### src/hdl/m4i_pkg.sv
// ----------------------------------------------------------------------------
// m4i_pkg
// Shared types, codes and index helpers for the 4x4 adjugate inverse core.
// ----------------------------------------------------------------------------
package m4i_pkg;

    localparam int DET_BITS = 64;
    localparam int META_BITS = 2 + DET_BITS;    // out_row + det_value
    localparam logic [1:0] ROW_LAST = 2'd3;
    localparam logic [2:0] TERM_LAST = 3'd5;
    localparam logic [2:0] TERM_NEG_FIRST = 3'd3;
    localparam logic [3:0] COF_LAST = 4'd15;

    typedef enum logic [3:0] {
        OP_NONE,
        OP_WR_ROW,
        OP_LOAD_T,
        OP_MUL,
        OP_ACC_CLR,
        OP_ACC_ADD,
        OP_COF_WR,
        OP_T_RAM,
        OP_DET_SET,
        OP_DETQ,
        OP_DIV,
        OP_LANE,
        OP_EMIT
    } op_t;

    typedef struct packed {
        op_t        op;
        logic [3:0] eaddr;   // matrix element select
        logic [3:0] raddr;   // cofactor store address
        logic       neg;     // subtract / negate
        logic [1:0] lane;
        logic [1:0] row;
        logic       last;
    } m4i_cmd_t;

    typedef struct packed {
        logic mul_busy;
        logic div_busy;
        logic out_valid;
    } m4i_stat_t;

    // column of the minor taken from minor row i in expansion term k
    function automatic logic [1:0] term_col(input logic [2:0] k, input logic [1:0] i);
        logic [5:0] p;
        begin
            case (k)
                3'd0: p = {2'd2, 2'd1, 2'd0};
                3'd1: p = {2'd0, 2'd2, 2'd1};
                3'd2: p = {2'd1, 2'd0, 2'd2};
                3'd3: p = {2'd1, 2'd2, 2'd0};
                3'd4: p = {2'd2, 2'd0, 2'd1};
                default: p = {2'd0, 2'd1, 2'd2};
            endcase
            term_col = p[i*2 +: 2];
        end
    endfunction

    // element address of minor entry (i, j) for cofactor (r, c)
    function automatic logic [3:0] minor_addr(input logic [1:0] r, input logic [1:0] c,
                                              input logic [1:0] i, input logic [1:0] j);
        logic [1:0] rr;
        logic [1:0] cc;
        begin
            rr = (i < r) ? i : i + 2'd1;
            cc = (j < c) ? j : j + 2'd1;
            minor_addr = {rr, cc};
        end
    endfunction

endpackage

### src/hdl/m4i_ctrl.sv
// ----------------------------------------------------------------------------
// m4i_ctrl
// Sequencer: row loading, cofactor expansion, determinant, division, output.
// ----------------------------------------------------------------------------
module m4i_ctrl (
    input  logic                clk,
    input  logic                rst_n,
    input  logic                s_tvalid,
    output logic                s_tready,
    input  m4i_pkg::m4i_stat_t  stat,
    output m4i_pkg::m4i_cmd_t   cmd
);
    import m4i_pkg::*;

    typedef enum logic [21:0] {
        S_LOAD = 22'h000001,
        S_CLR  = 22'h000002,
        S_T0   = 22'h000004,
        S_M1   = 22'h000008,
        S_W1   = 22'h000010,
        S_M2   = 22'h000020,
        S_W2   = 22'h000040,
        S_ACC  = 22'h000080,
        S_COF  = 22'h000100,
        S_DCLR = 22'h000200,
        S_DRD  = 22'h000400,
        S_DT   = 22'h000800,
        S_DM   = 22'h001000,
        S_DW   = 22'h002000,
        S_DACC = 22'h004000,
        S_DSET = 22'h008000,
        S_DQ   = 22'h010000,
        S_VRD  = 22'h020000,
        S_VDIV = 22'h040000,
        S_VW   = 22'h080000,
        S_VPUT = 22'h100000,
        S_OUT  = 22'h200000
    } state_t;

    state_t     state_reg, state_next;
    logic [1:0] rows_reg, rows_next;
    logic [3:0] ci_reg, ci_next;
    logic [2:0] k_reg, k_next;
    logic [1:0] j_reg, j_next;
    logic [1:0] i_reg, i_next;

    always_comb
    begin
        state_next = state_reg;
        rows_next  = rows_reg;
        ci_next    = ci_reg;
        k_next     = k_reg;
        j_next     = j_reg;
        i_next     = i_reg;
        s_tready   = 1'b0;
        cmd        = '0;
        cmd.op     = OP_NONE;
        case (state_reg)
            S_LOAD:
            begin
                s_tready = 1'b1;
                if (s_tvalid)
                begin
                    cmd.op    = OP_WR_ROW;
                    cmd.row   = rows_reg;
                    rows_next = rows_reg + 2'd1;
                    if (rows_reg == ROW_LAST)
                    begin
                        ci_next    = '0;
                        state_next = S_CLR;
                    end
                end
            end
            S_CLR:
            begin
                cmd.op     = OP_ACC_CLR;
                k_next     = '0;
                state_next = S_T0;
            end
            S_T0:
            begin
                cmd.op     = OP_LOAD_T;
                cmd.eaddr  = minor_addr(ci_reg[3:2], ci_reg[1:0], 2'd0, term_col(k_reg, 2'd0));
                state_next = S_M1;
            end
            S_M1:
            begin
                cmd.op     = OP_MUL;
                cmd.eaddr  = minor_addr(ci_reg[3:2], ci_reg[1:0], 2'd1, term_col(k_reg, 2'd1));
                state_next = S_W1;
            end
            S_W1:
            begin
                if (!stat.mul_busy)
                begin
                    state_next = S_M2;
                end
            end
            S_M2:
            begin
                cmd.op     = OP_MUL;
                cmd.eaddr  = minor_addr(ci_reg[3:2], ci_reg[1:0], 2'd2, term_col(k_reg, 2'd2));
                state_next = S_W2;
            end
            S_W2:
            begin
                if (!stat.mul_busy)
                begin
                    state_next = S_ACC;
                end
            end
            S_ACC:
            begin
                cmd.op  = OP_ACC_ADD;
                cmd.neg = (k_reg >= TERM_NEG_FIRST);
                k_next  = k_reg + 3'd1;
                state_next = (k_reg == TERM_LAST) ? S_COF : S_T0;
            end
            S_COF:
            begin
                cmd.op    = OP_COF_WR;
                cmd.raddr = ci_reg;
                cmd.neg   = ci_reg[2] ^ ci_reg[0];   // (-1)^(row+col)
                ci_next   = ci_reg + 4'd1;
                state_next = (ci_reg == COF_LAST) ? S_DCLR : S_CLR;
            end
            S_DCLR:
            begin
                cmd.op     = OP_ACC_CLR;
                j_next     = '0;
                state_next = S_DRD;
            end
            S_DRD:
            begin
                cmd.raddr  = {2'd0, j_reg};
                state_next = S_DT;
            end
            S_DT:
            begin
                cmd.op     = OP_T_RAM;
                state_next = S_DM;
            end
            S_DM:
            begin
                cmd.op     = OP_MUL;
                cmd.eaddr  = {2'd0, j_reg};
                state_next = S_DW;
            end
            S_DW:
            begin
                if (!stat.mul_busy)
                begin
                    state_next = S_DACC;
                end
            end
            S_DACC:
            begin
                cmd.op     = OP_ACC_ADD;
                j_next     = j_reg + 2'd1;
                state_next = (j_reg == ROW_LAST) ? S_DSET : S_DRD;
            end
            S_DSET:
            begin
                cmd.op     = OP_DET_SET;
                state_next = S_DQ;
            end
            S_DQ:
            begin
                cmd.op     = OP_DETQ;
                i_next     = '0;
                j_next     = '0;
                state_next = S_VRD;
            end
            S_VRD:
            begin
                cmd.raddr  = {j_reg, i_reg};   // adjugate = transposed cofactors
                state_next = S_VDIV;
            end
            S_VDIV:
            begin
                cmd.op     = OP_DIV;
                state_next = S_VW;
            end
            S_VW:
            begin
                if (!stat.div_busy)
                begin
                    state_next = S_VPUT;
                end
            end
            S_VPUT:
            begin
                cmd.op     = OP_LANE;
                cmd.lane   = j_reg;
                j_next     = j_reg + 2'd1;
                state_next = (j_reg == ROW_LAST) ? S_OUT : S_VRD;
            end
            S_OUT:
            begin
                if (!stat.out_valid)
                begin
                    cmd.op   = OP_EMIT;
                    cmd.row  = i_reg;
                    cmd.last = (i_reg == ROW_LAST);
                    i_next   = i_reg + 2'd1;
                    state_next = (i_reg == ROW_LAST) ? S_LOAD : S_VRD;
                end
            end
            default:
            begin
                state_next = S_LOAD;
            end
        endcase
    end

    always_ff @(posedge clk or negedge rst_n)
    begin
        if (!rst_n)
        begin
            state_reg <= S_LOAD;
            rows_reg  <= '0;
            ci_reg    <= '0;
            k_reg     <= '0;
            j_reg     <= '0;
            i_reg     <= '0;
        end
        else
        begin
            state_reg <= state_next;
            rows_reg  <= rows_next;
            ci_reg    <= ci_next;
            k_reg     <= k_next;
            j_reg     <= j_next;
            i_reg     <= i_next;
        end
    end

    // no arithmetic unit may still run while rows are being taken
    a_idle_units: assert property (@(posedge clk) disable iff (!rst_n)
        state_reg == S_LOAD |-> !stat.mul_busy && !stat.div_busy)
        else $error("unit busy during row load");

    // an output row is only issued into a free output register
    a_emit_free: assert property (@(posedge clk) disable iff (!rst_n)
        cmd.op == OP_EMIT |-> !stat.out_valid)
        else $error("emit over pending output");

endmodule

### config.mk
export PLATFORM = sky130hd
export DESIGN_NAME = m4i_ctrl
export DESIGN_NICKNAME = d
export VERILOG_FILES = /design/src/hdl/m4i_pkg.sv /design/src/hdl/m4i_ctrl.sv
export SDC_FILE = /design/constraint.sdc
export NUM_CORES = 1
export LEC_CHECK = 0
export BUFFER_PORTS_ARGS = -buffer_cell sky130_fd_sc_hd__clkbuf_2
export CORE_ASPECT_RATIO = 1.1
export CORE_UTILIZATION = 30
export DETAILED_ROUTE_END_ITERATION = 8
export SLEW_MARGIN = 20
export SYNTH_ARGS = -nofsm -noshare
export SYNTH_HDL_FRONTEND = slang
export SYNTH_SLANG_ARGS = --single-unit
### constraint.sdc
create_clock -name clk -period 2.96 [get_ports clk]
set_input_delay 0.296 -clock clk [delete_from_list [all_inputs] [get_ports clk]]
set_output_delay 0.296 -clock clk [all_outputs]
set_load 0.01 [all_outputs]
==> results of run 1 <==
path summary, 6_finish.rpt:
check	start	to
min reg2reg	rows_reg[0]$_DFFE_PN0P_	rows_reg[0]$_DFFE_PN0P_
max in group asynchronous	rst_n	state_reg[6]$_DFFE_PN0P_
min in group clk	stat[1]	state_reg[19]$_DFFE_PN0P_
max	state_reg[18]$_DFFE_PN0P_	cmd[10]
max reg2reg	state_reg[18]$_DFFE_PN0P_	ci_reg[3]$_DFFE_PN0P_
min	rst_n	state_reg[5]$_DFFE_PN0P_
metal layers:
layer  up-vias  wire length, um
met5         -                0
li1       1089                -
met4         0              140
met3        11              215
met2        52             3040
met1      1068             2980
synth_stat cells (5+ instances only):
master	number	area [um2]
sky130_fd_sc_hd__nor2_1	31	116
sky130_fd_sc_hd__o21ai_1	6	30.0
sky130_fd_sc_hd__dfrtp_1	34	851
sky130_fd_sc_hd__nand3b_1	8	60.1
sky130_fd_sc_hd__xnor2_1	5	43.8
sky130_fd_sc_hd__or3_1	5	31.3
sky130_fd_sc_hd__nand3_1	12	60.1
sky130_fd_sc_hd__ha_1	12	150
sky130_fd_sc_hd__clkbuf_1	5	18.8
sky130_fd_sc_hd__nor3_1	17	85.1
sky130_fd_sc_hd__inv_1	13	48.8
sky130_fd_sc_hd__a21oi_1	9	45.0
sky130_fd_sc_hd__a21o_1	6	45.0
sky130_fd_sc_hd__o21ai_0	9	45.0
sky130_fd_sc_hd__nand2_1	28	105
worst max-delay path, stage by stage, from the launching register on:
cell and delay, ns:
sky130_fd_sc_hd__dfrtp_1 0.44, sky130_fd_sc_hd__nor4_4 0.45, sky130_fd_sc_hd__nand4_2 0.27, sky130_fd_sc_hd__or3_1 0.51, sky130_fd_sc_hd__a211o_1 0.25, sky130_fd_sc_hd__o21ai_1 0.07, sky130_fd_sc_hd__a221o_1 0.13, sky130_fd_sc_hd__clkbuf_2 0.13
what timing repair did:
| item | in CTS | in global routing |
|---|---|---|
| setup endpoints to repair | 0 | 11 |
| buffers inserted | 0 | 4 |
| gates resized for setup | 0 | 3 |
cells by family (layout without fill, tap and decap cells):
group                    count (synthesis)  count (layout)  share of synthesized area
XOR/XNOR                                 8               8                     0.0285
buffers and inverters                   22              53                     0.0392
multiplexers                             3               3                     0.0132
AND/OR/NAND/NOR                        144             144                      0.354
flip-flops                              35              35                      0.357
adder cells (fa/ha/maj)                 12              12                     0.0610
AO/OA/AOI/OAI                           54              54                      0.148
final cells by class:
type / instances / area share
Multi-Input combinational cell: 221 / 0.530
Clock inverter: 1 / 0.00176
Inverter: 13 / 0.0172
Clock buffer: 6 / 0.0291
Sequential cell: 35 / 0.309
Timing Repair Buffer: 33 / 0.0661
Tap cell: 108 / 0.0476
power by group through the flow:
stage	clock network [mW]	registers (mW)	logic, mW
floorplan	0	0.608	0.531
global placement	0	0.654	0.681
detailed placement	0	0.656	0.682
CTS	0.368	0.647	0.686
global route	0.390	0.671	0.785
finish	0.359	0.654	0.699
==> run summary, run 1 <==
In the final design database the tool counted 327 nets. The run gives 0.254 as the met2 track demand over resource. The repair_antennas step left the layout with diodes totalling 0. The ratio of final minimum period to clock period came out at 0.953. The count of cells in the finished layout, fillers not included, comes to 417. The initial antenna violation count was 0.

The number of global-route vias before repair was 2146. The tools report the met1 track demand over resource in global routing as 0.228. The logs give 0 for the number of hold violations in the final report and 0 for the max-slew violation count. The gate count after technology mapping was 278. The tools report the worst slew margin relative to its limit as 0.400. Across the run, the number of max-cap violations was 0. In the final timing run, aggregate negative setup slack is 0 ns.

Global-route wire length before repair: 10800 um. For the final database, setup skew stands at 0.00518 ns. The register with the most flip-flops in the layout has 22 of them. Global routing finished with a remaining overflow of 0. The floorplan step set the die height to 97.0 um. For the maximum clock frequency, the log shows 355 MHz. The tools report the required arrival time at the worst endpoint as 2.66 ns.

The proportion of layout cells with a drive suffix above 1 came out at 0.194. The tightest min-delay check is of the input port to async pin type. The post-layout utilization of the core is 0.359. Most common cell after layout, fill and taps aside: sky130_fd_sc_hd__dfrtp_1.

The kind of end point of the critical path was a primary output. During I/O placement, the number of pins put on the boundary was 25. After global routing, the most crowded layer is met2. For the worst setup slack after placement, the log shows 0.387 ns. The run finished with clean final reports. Clock-pin slew was measured on the worst setup and hold paths at 0.07 ns.

Proportion of register bits with asynchronous set or reset after synthesis: 1.00. The tools report the proportion of synthesized chip area in sequential cells as 0.357. The tools report the DRC violations left as 0. The run gives 0.311 as the starting density of the core. The die is 88.3 um wide. Yosys printed 0 warnings. Clock tree synthesis found a total of 35 sinks. No sink is reached through more buffers than the 2 on the longest clock path. Data arrives at the worst endpoint at 2.52 ns.

After filler insertion, the fill cell instance count of the layout stands at 849. Total power draw: 1.71 mW. For the worst-skew pair, the clock arrives at the later sink with an insertion delay of 0.29 ns.

The number of nets in the synthesized netlist is 296. The area occupied by multi-input gates is 1510 um2. The summed area of non-filler cells in the final layout was 2840 um2; the total die area was 8570 um2. The total track usage was 0.163. Leaving out fill and tap cells, the most frequent cells in the layout are sky130_fd_sc_hd__dfrtp_1 (34), sky130_fd_sc_hd__nor2_1 (31), sky130_fd_sc_hd__nand2_1 (28), sky130_fd_sc_hd__clkbuf_2 (24), sky130_fd_sc_hd__nor3_1 (17).

For this design the static power due to leakage is 1.32 nW. After clock tree synthesis, the flow added hold-fix buffers numbering 0. The dominant register cell in the synthesized netlist is sky130_fd_sc_hd__dfrtp_1. The routed layout has 2220 vias. The H-tree was split into 2 levels. Setup slack closes at 0.139 ns. The internal power contribution is 1.01 mW. For the TritonCTS buffer count, the log shows 5.

The netlist uses 53 different library cells. Subtracting the final worst setup slack from the clock period gives 2.82 ns. The register bit total from synthesis works out to 35.

Of all nets on the critical path, the largest fanout is 7. The final layout contains routed wiring with a total length of 6380 um. Input and output buffers added on the ports amount to 24. In this run the clock root is driven by a sky130_fd_sc_hd__clkbuf_8. Hold is met by 0.125 ns.

Startpoint class of the critical path: a register. The total power divided by cell area came out at 602 nW/um2. IR analysis of the VDD net gives a maximum drop of 0.000329 V. The synthesized area was 2460 um2; the area of the core was 7910 um2. The routing usage on met3 was 0.0247; the last weighted congestion value of the routability-driven placer was 0.858. Combinational share of power: 0.409. The final HPWL from detailed placement is 4830 um. In this run the cell area measured after placement is 2710 um2.

Mean post-synth cell area: 8.85 um2. The first routing iteration left 101 violations. Setup violations remaining at the end of the flow were counted as 0. The switching portion of total power was 0.410. The first TritonRoute pass finished after 4 iterations.

The clock share of power was 0.209. The register share of total power is 0.382, and the number of vias per cell is 5.32. Entering global routing, the biggest net connects 36 pins. Setup slack on the worst reg-to-reg path comes out at 0.66 ns. In this run the remaining antenna-violating nets after routing total 0.

TritonCTS built the clock tree. In this run the power spent charging and discharging nets is 701 uW. The synthesized design contains 0 enable-type register cells.

The detail-routed net length per standard cell came out at 15.3 um. The count of cells along the worst register-to-register path is 7, and the growth of design area from synthesis to finish is 15.5%. After detailed placement, the design holds a cell count of 406.

For the pin with the worst max-slew slack, the measured transition is 0.899 ns. Summing all flip-flop and latch instances after layout gives 877 um2. The initialized floorplan defines 34 standard-cell rows.

Setup repair after global routing left no endpoint under its margin. The setup path with the least slack is of type register to primary output.
No activity file was read; power rests on OpenSTA's default activity.
==> run 2: changes to the inputs <==
--- a/config.mk
+++ b/config.mk
@@ -9,6 +9,7 @@
 export CORE_ASPECT_RATIO = 1.1
 export CORE_UTILIZATION = 30
 export DETAILED_ROUTE_END_ITERATION = 8
+export PLACE_DENSITY = 0.51
 export SLEW_MARGIN = 20
 export SYNTH_ARGS = -nofsm -noshare
 export SYNTH_HDL_FRONTEND = slang
==> run 2 against run 1 <==
First-iteration DRC count up 86%; non-clock buffer count grew 1; critical path type unchanged; critical path depth stayed put.
==> run summary, run 2 (synthesis gave the netlist of run 1 again) <==
The tools report the worst path arrival time as 2.54 ns (+0.02 ns). The number of antenna diodes is 0 (unchanged), and the slew at the pin with the worst max-slew slack is 0.899 ns (-0.000603 ns). The tools report the maximum clock frequency as 353 MHz (-0.38%). The standby leakage power was 1.32 nW (+0.23%); the summed area of non-filler cells in the final layout was 2850 um2 (+0.40%). The run gives 0.000320 V (-2.5%) as the highest ir drop seen on vdd. Clock-pin transition on the worst setup and hold timing paths: 0.07 ns (about the same). The overall die height works out to 97.0 um (unchanged).

The met1 track demand over resource in global routing is 0.235 (+0.00722), and the number of port buffers is 24 (unchanged). The total track usage is 0.169 (+0.00561), and the max-slew violation count is 0 (unchanged). The detailed router's first-iteration violation count is 188 (+86%), and the switching power summed over all nets is 718 uW (+2.4%). The maximum fanout along the worst path is 7 (unchanged), and the met2 track demand over resource is 0.270 (+0.0160). The count of pins on the block boundary was 25 (unchanged). The initial antenna violation count came out at 0 (unchanged).

The tools report the last weighted congestion value of the routability-driven placer as 0.790 (-8.0%). The logs give 0 (unchanged) for the DRC violations left and 2 (unchanged) for the clock tree buffer depth. For the pin count of the biggest net entering global routing, the log shows 36 (unchanged).

From synthesis to final layout, the design area changed by 16.0%. Ratio of final minimum period to clock period: 0.957 (+0.00363). The number of vias per cell was 5.25 (-1.4%). For the total die area, the log shows 8570 um2 (unchanged). The die width is 88.3 um (unchanged). The tools report the placed cell count as 409 (+0.74%). Most common cell after layout, fill and taps aside: sky130_fd_sc_hd__dfrtp_1. The combined buffer and inverter count along the critical path came out at 1 (unchanged). The delay of the slowest cell on the worst path works out to 0.50 ns (about the same). Number of logic stages on the critical path including buffering: 7 (unchanged).

The area of the core was 7910 um2 (unchanged). The layer flagged by global routing as most heavily used is met2. The starting density of the core is 0.311 (unchanged). The tightest min-delay check is of the input port to async pin type. The total power divided by cell area is 604 nW/um2 (+0.35%), and the detail-routed net length per standard cell is 16.0 um (+4.5%). The tools report the routing usage on met3 as 0.0213 (-0.00341). The tools report the H-tree depth as 2 (unchanged). For the number of global-route vias before repair, the log shows 2172 (+1.2%). The switching portion of total power is 0.417 (+0.00684). The count of cells along the worst register-to-register path was 6 (-1); the area of placed instances was 2730 um2 (+0.83%). The tools report the fill cell instance count of the final layout as 854 (+0.59%). The critical path class was register to primary output.

The internal power contribution was 1.01 mW (-0.42%); the required arrival time at the worst endpoint was 2.66 ns (about the same). The logs give 0 (unchanged) for the number of hold buffers added after cts and 2200 (-0.90%) for the total via count after detailed routing. Combinational share of power: 0.422 (+0.013).

Traced cell by cell, the critical path runs through nor4_4 > nand4_4 > or3_1 > a211o_1 > o21ai_1 > a221o_1 > clkbuf_2. The number of placement rows was 34 (unchanged). For the TritonCTS buffer count, the log shows 5 (unchanged). The final critical-path required period works out to 2.83 ns (+0.0107 ns). The kind of end point of the critical path is a primary output. Leftover overflow at the end of global routing: 0 (unchanged). The final cell count without fillers was 419 (+0.48%).

The worst hold margin came out at 0.127 ns (+0.00120 ns). The clock skew after layout was 0.00529 ns (+0.000111 ns); the number of search-and-repair iterations in the first detailed-routing pass was 4 (unchanged). The final HPWL from detailed placement was 5130 um (+6.2%). Count of antenna-violating nets left after detailed routing: 0 (unchanged). For the clock share of power, the log shows 0.194 (-0.015). The logs give 0.401 (+0.000403) for the worst slew margin relative to its limit and 1510 um2 (+0.58%) for the area occupied by multi-input gates. The tools report the register share of total power as 0.383 (about the same). The run gives 328 (+0.31%) as the number of nets in the final layout. On the critical path, the stage with the largest delay is an instance of sky130_fd_sc_hd__or3_1. Clock insertion delay at the later pin of the skew report: 0.28 ns (about the same). The top cell types in the final layout, fill and taps aside, are sky130_fd_sc_hd__dfrtp_1 (33), sky130_fd_sc_hd__nor2_1 (31), sky130_fd_sc_hd__nand2_1 (28), sky130_fd_sc_hd__clkbuf_2 (24), sky130_fd_sc_hd__nor3_1 (17). TritonCTS built the clock tree. The clock sink count is 35 (unchanged), and the aggregate negative setup slack is 0 ns (unchanged).

The worst path setup slack after routing was 0.129 ns (-0.0107 ns); the proportion of layout cells with a drive suffix above 1 was 0.196 (+0.00197). The number of violations of the max-capacitance limit was 0 (unchanged). Broken down by cell family, the worst path's largest delay share belongs to simple AND/OR/NAND/NOR gates. The flow ran to the end, and the final reports show no timing, DRC or antenna violations. The register cell area after layout came out at 878 um2 (+0.14%).

The tools report the overall routed net length as 6700 um (+5.0%). The tools report the number of hold violations in the final report as 0 (unchanged). For the final count of negative-setup-slack endpoints, the log shows 0 (unchanged). Clock tree synthesis selected as its root buffer the cell sky130_fd_sc_hd__clkbuf_8.

Global-route wire length before repair: 11200 um (+4.1%). The flip-flop count of the largest register, all copies and words added is 22 (unchanged). The worst setup path is launched from a register. For the worst setup slack after placement, the log shows 0.275 ns (-0.112 ns).
-- run 2: worst register-to-register path, cell delays in order (launching register included) --
cell and delay [ns]:
sky130_fd_sc_hd__dfrtp_1 0.43, sky130_fd_sc_hd__nor4_4 0.50, sky130_fd_sc_hd__nand4b_1 0.34, sky130_fd_sc_hd__a211oi_1 0.43
sky130_fd_sc_hd__a2111o_1 0.34, sky130_fd_sc_hd__nor3_1 0.10, sky130_fd_sc_hd__and4b_1 0.21
-- run 2: through the flow --
step | power, mW | utilization
2_1_floorplan | 1.14 | -
3_3_place_gp | 1.37 | 0.345
3_5_place_dp | 1.37 | 0.345
4_1_cts | 1.72 | 0.357
5_1_grt | 1.85 | 0.361
6_report | 1.72 | 0.361
-- run 2: metal layers --
layer | part of all wire | vias to the layer above
met5 | 0 | -
met4 | 0.017 | 0
met3 | 0.026 | 10
met2 | 0.49 | 41
met1 | 0.47 | 1068
li1 | - | 1081
-- run 2: final timing paths --
path | start | end | slack, ns
worst max register to register | state_reg[9]$_DFFE_PN0P_ | state_reg[5]$_DFFE_PN0P_ | 0.50
worst min-delay path | rst_n | i_reg[0]$_DFFE_PN0P_ | 0.13
worst max-delay path | state_reg[19]$_DFFE_PN0P_ | cmd[10] | 0.13
worst min register to register | rows_reg[0]$_DFFE_PN0P_ | rows_reg[0]$_DFFE_PN0P_ | 0.51
min in group clk | stat[1] | state_reg[19]$_DFFE_PN0P_ | 0.29
max in group asynchronous | rst_n | k_reg[0]$_DFFE_PN0P_ | 2.21
-- run 2: repair_timing --
item | in CTS | in global routing
setup buffers | 0 | 2
endpoints found under the setup margin | 3 | 13
pin swaps | 0 | 2
resized for setup | 2 | 3
-- run 2: final cells by class --
class | instances | share of cell area
clock buffers | 7 | 0.0268
flip-flops and latches | 35 | 0.308
well taps | 108 | 0.0474
repair buffers | 34 | 0.0684
multi-input cells | 221 | 0.531
inverters | 13 | 0.0171
clock inverters | 1 | 0.00175
-- run 2: power groups by stage --
| stage | registers (mW) | clock network (mW) | logic, mW |
|---|---|---|---|
| after floorplan | 0.608 | 0 | 0.531 |
| after global placement | 0.664 | 0 | 0.704 |
| after detailed placement | 0.663 | 0 | 0.708 |
| after CTS | 0.653 | 0.350 | 0.718 |
| after global routing | 0.673 | 0.367 | 0.814 |
| final | 0.661 | 0.335 | 0.728 |
==> run 3: changes to the inputs <==
--- a/config.mk
+++ b/config.mk
@@ -9,7 +9,8 @@
 export CORE_ASPECT_RATIO = 1.1
 export CORE_UTILIZATION = 30
 export DETAILED_ROUTE_END_ITERATION = 8
-export PLACE_DENSITY = 0.51
+export PLACE_DENSITY_LB_ADDON = 0.25
+export REMOVE_ABC_BUFFERS = 1
 export SLEW_MARGIN = 20
 export SYNTH_ARGS = -nofsm -noshare
 export SYNTH_HDL_FRONTEND = slang
==> run 3 against run 2 <==
Worst setup slack worse by 0.013 ns; largest power group unchanged; critical path depth unchanged; count of clock-buffer cells in the layout increased by 1.
==> run summary, run 3 (synthesis gave the netlist of run 1 again) <==
The run finished with clean final reports. The fill cell instance count of the final layout came out at 853 (-0.12%). The logs give 35 (unchanged) for the clock sink count and 0.116 ns (-0.0126 ns) for the worst path setup slack after routing. The number of vias per cell was 5.28 (+0.58%). The combined buffer and inverter count along the critical path works out to 2 (+1). The total via count after detailed routing came out at 2218 (+0.82%).

The flip-flop count of the largest register, all copies and words added is 22 (unchanged), and the detailed router's first-iteration violation count is 144 (-23%). The run gives 0.391 (-0.00932) as the worst slew margin relative to its limit. The number of placement rows was 34 (unchanged); the slew at the pin with the worst max-slew slack was 0.913 ns (+0.0140 ns). The initial antenna violation count is 0 (unchanged), and the overall die height is 97.0 um (unchanged). The library cells used most frequently in the layout, excluding fill and tap cells, are sky130_fd_sc_hd__dfrtp_1 (34), sky130_fd_sc_hd__nor2_1 (31), sky130_fd_sc_hd__nand2_1 (28), sky130_fd_sc_hd__clkbuf_2 (24), sky130_fd_sc_hd__nor3_1 (17). The number of violations of the max-capacitance limit was 0 (unchanged); the clock skew after layout was 0.00723 ns (+0.00195 ns). The library cell used most frequently in the layout, excluding fill and tap cells, is sky130_fd_sc_hd__dfrtp_1. The logs give 4 (unchanged) for the number of search-and-repair iterations in the first detailed-routing pass and 1.34 nW (+1.2%) for the standby leakage power. Setup repair after global routing could not meet its margin everywhere. The maximum fanout along the worst path was 4 (-3); the starting density of the core was 0.311 (unchanged). The total track usage came out at 0.168 (-0.000382). The logs give 0.364 (+0.00364) for the post-layout utilization of the core and 0 (unchanged) for the DRC violations left. For the count of antenna-violating nets left after detailed routing, the log shows 0 (unchanged).

The total power divided by cell area works out to 609 nW/um2 (+0.81%). The H-tree depth is 2 (unchanged), and the growth of design area from synthesis to finish is 17.1%. The worst hold path belongs to the class input port to async pin.

The largest individual stage delay along the critical path comes from the cell sky130_fd_sc_hd__or4_1. The delay of the slowest cell on the worst path is 0.65 ns (+0.15 ns), and the max-slew violation count is 0 (unchanged). The tools report the clock root buffer as sky130_fd_sc_hd__clkbuf_8. The run gives 2197 (+1.2%) as the number of global-route vias before repair.

The logs give 0 (unchanged) for the number of hold violations in the final report and 2.55 ns (about the same) for the worst path arrival time. The critical path class was register to primary output. The die width came out at 88.3 um (unchanged).

The run gives 11000 um (-1.6%) as the global-route wire length before repair. The total power draw is 1.76 mW (+1.8%). Overall routed net length: 6610 um (-1.4%). Walking the worst path, the cells encountered are nor4_4 > buf_4 > nand2_1 > or4_1 > nor4b_1 > nand2_1 > clkbuf_2. The maximum clock frequency was 352 MHz (-0.44%).

The required arrival time at the worst endpoint came out at 2.66 ns (about the same). The run gives 36 (unchanged) as the pin count of the biggest net entering global routing. The tools report the clock tree buffer depth as 2 (unchanged).

The startpoint class of the critical path is a register. The number of hold buffers added after cts was 0 (unchanged); the final count of negative-setup-slack endpoints was 0 (unchanged). The clock insertion delay at the later pin of the skew report is 0.29 ns (about the same), and the total die area is 8570 um2 (unchanged). Leftover overflow at the end of global routing: 0 (unchanged).

The detail-routed net length per standard cell was 15.7 um (-1.6%); the count of pins on the block boundary was 25 (unchanged). The number of port buffers works out to 24 (unchanged). Clock-pin transition on the worst setup and hold timing paths: 0.07 ns (about the same). The worst setup path is captured at a primary output. The ratio of final minimum period to clock period was 0.961 (+0.00425). The number of antenna diodes was 0 (unchanged). For the final HPWL from detailed placement, the log shows 5020 um (-2.1%). The area of the core is 7910 um2 (unchanged), and the proportion of layout cells with a drive suffix above 1 is 0.202 (+0.00578). TritonCTS buffer count: 5 (unchanged). For the highest ir drop seen on vdd, the log shows 0.000471 V (+47%). TritonCTS built the clock tree. Among the stages of the critical path, the cell type that occurs most often is sky130_fd_sc_hd__nand2_1. The number of nets in the final layout is 329 (+0.30%). Final critical-path required period: 2.84 ns (+0.0126 ns). The worst setup slack after placement is 0.321 ns (+0.0462 ns), and the last weighted congestion value of the routability-driven placer is 0.893 (+13%). Grouping stages by cell kind, the critical path spends the most delay in simple AND/OR/NAND/NOR gates.

Worst hold margin: 0.126 ns (-0.00115 ns).
[run 3: stage by stage]
stage                     cell area [um2]  std cells  TNS, ns
after CTS                            2840        418        0
after floorplan                      2410        269        0
after global placement               2720        408        0
after global routing                 2880        420  -0.0171
after detailed placement             2720        408        0
final                                2880        420        0
[run 3: per-layer routing]
| metal | GRT usage | vias to the layer above | wire length [um] |
|---|---|---|---|
| met5 | 0 | - | 0 |
| met4 | 0.0558 | 0 | 142 |
| li1 | - | 1092 | - |
| met1 | 0.230 | 1058 | 3070 |
| met3 | 0.0230 | 12 | 200 |
| met2 | 0.269 | 56 | 3200 |
[run 3: layout make-up]
class                           count  area [um2]  area share
Multi-Input combinational cell    221        1520       0.527
Sequential cell                    35         877       0.304
Timing Repair Buffer               35         203      0.0703
Tap cell                          108         135      0.0469
Clock buffer                        8         100      0.0347
Inverter                           13        48.8      0.0169
[run 3: final timing paths]
path	from	to	slack (ns)	depth (start not counted)
worst max-delay path	state_reg[12]$_DFFE_PN0P_	cmd[16]	0.12	7
worst min-delay path	rst_n	state_reg[17]$_DFFE_PN0P_	0.13	1
worst max register to register	state_reg[9]$_DFFE_PN0P_	state_reg[5]$_DFFE_PN0P_	0.52	6
worst min register to register	rows_reg[0]$_DFFE_PN0P_	rows_reg[0]$_DFFE_PN0P_	0.51	1
max in group asynchronous	rst_n	k_reg[2]$_DFFE_PN0P_	2.26	1
min in group clk	stat[1]	state_reg[19]$_DFFE_PN0P_	0.30	3
[run 3: timing repair]
action | 4_1_cts | 5_1_grt
resized for setup | 0 | 6
buffers inserted | 2 | 2
pin swaps | 1 | 2
endpoints found under the setup margin | 1 | 10
[run 3: power by group]
group / switching (mW) / total [mW] / leakage (nW) / internal, mW
registers: 0.110 / 0.656 / 0.475 / 0.546
clock network: 0.174 / 0.387 / 0.0515 / 0.213
logic: 0.426 / 0.713 / 0.811 / 0.286
[run 3: worst register-to-register path, delay by kind of cell, from the launching register on]
family / cells / cell delay, ns
and+or+nand+nor: 4 / 1.19
AOI/OAI and AO/OA: 2 / 0.73
DFF: 1 / 0.42
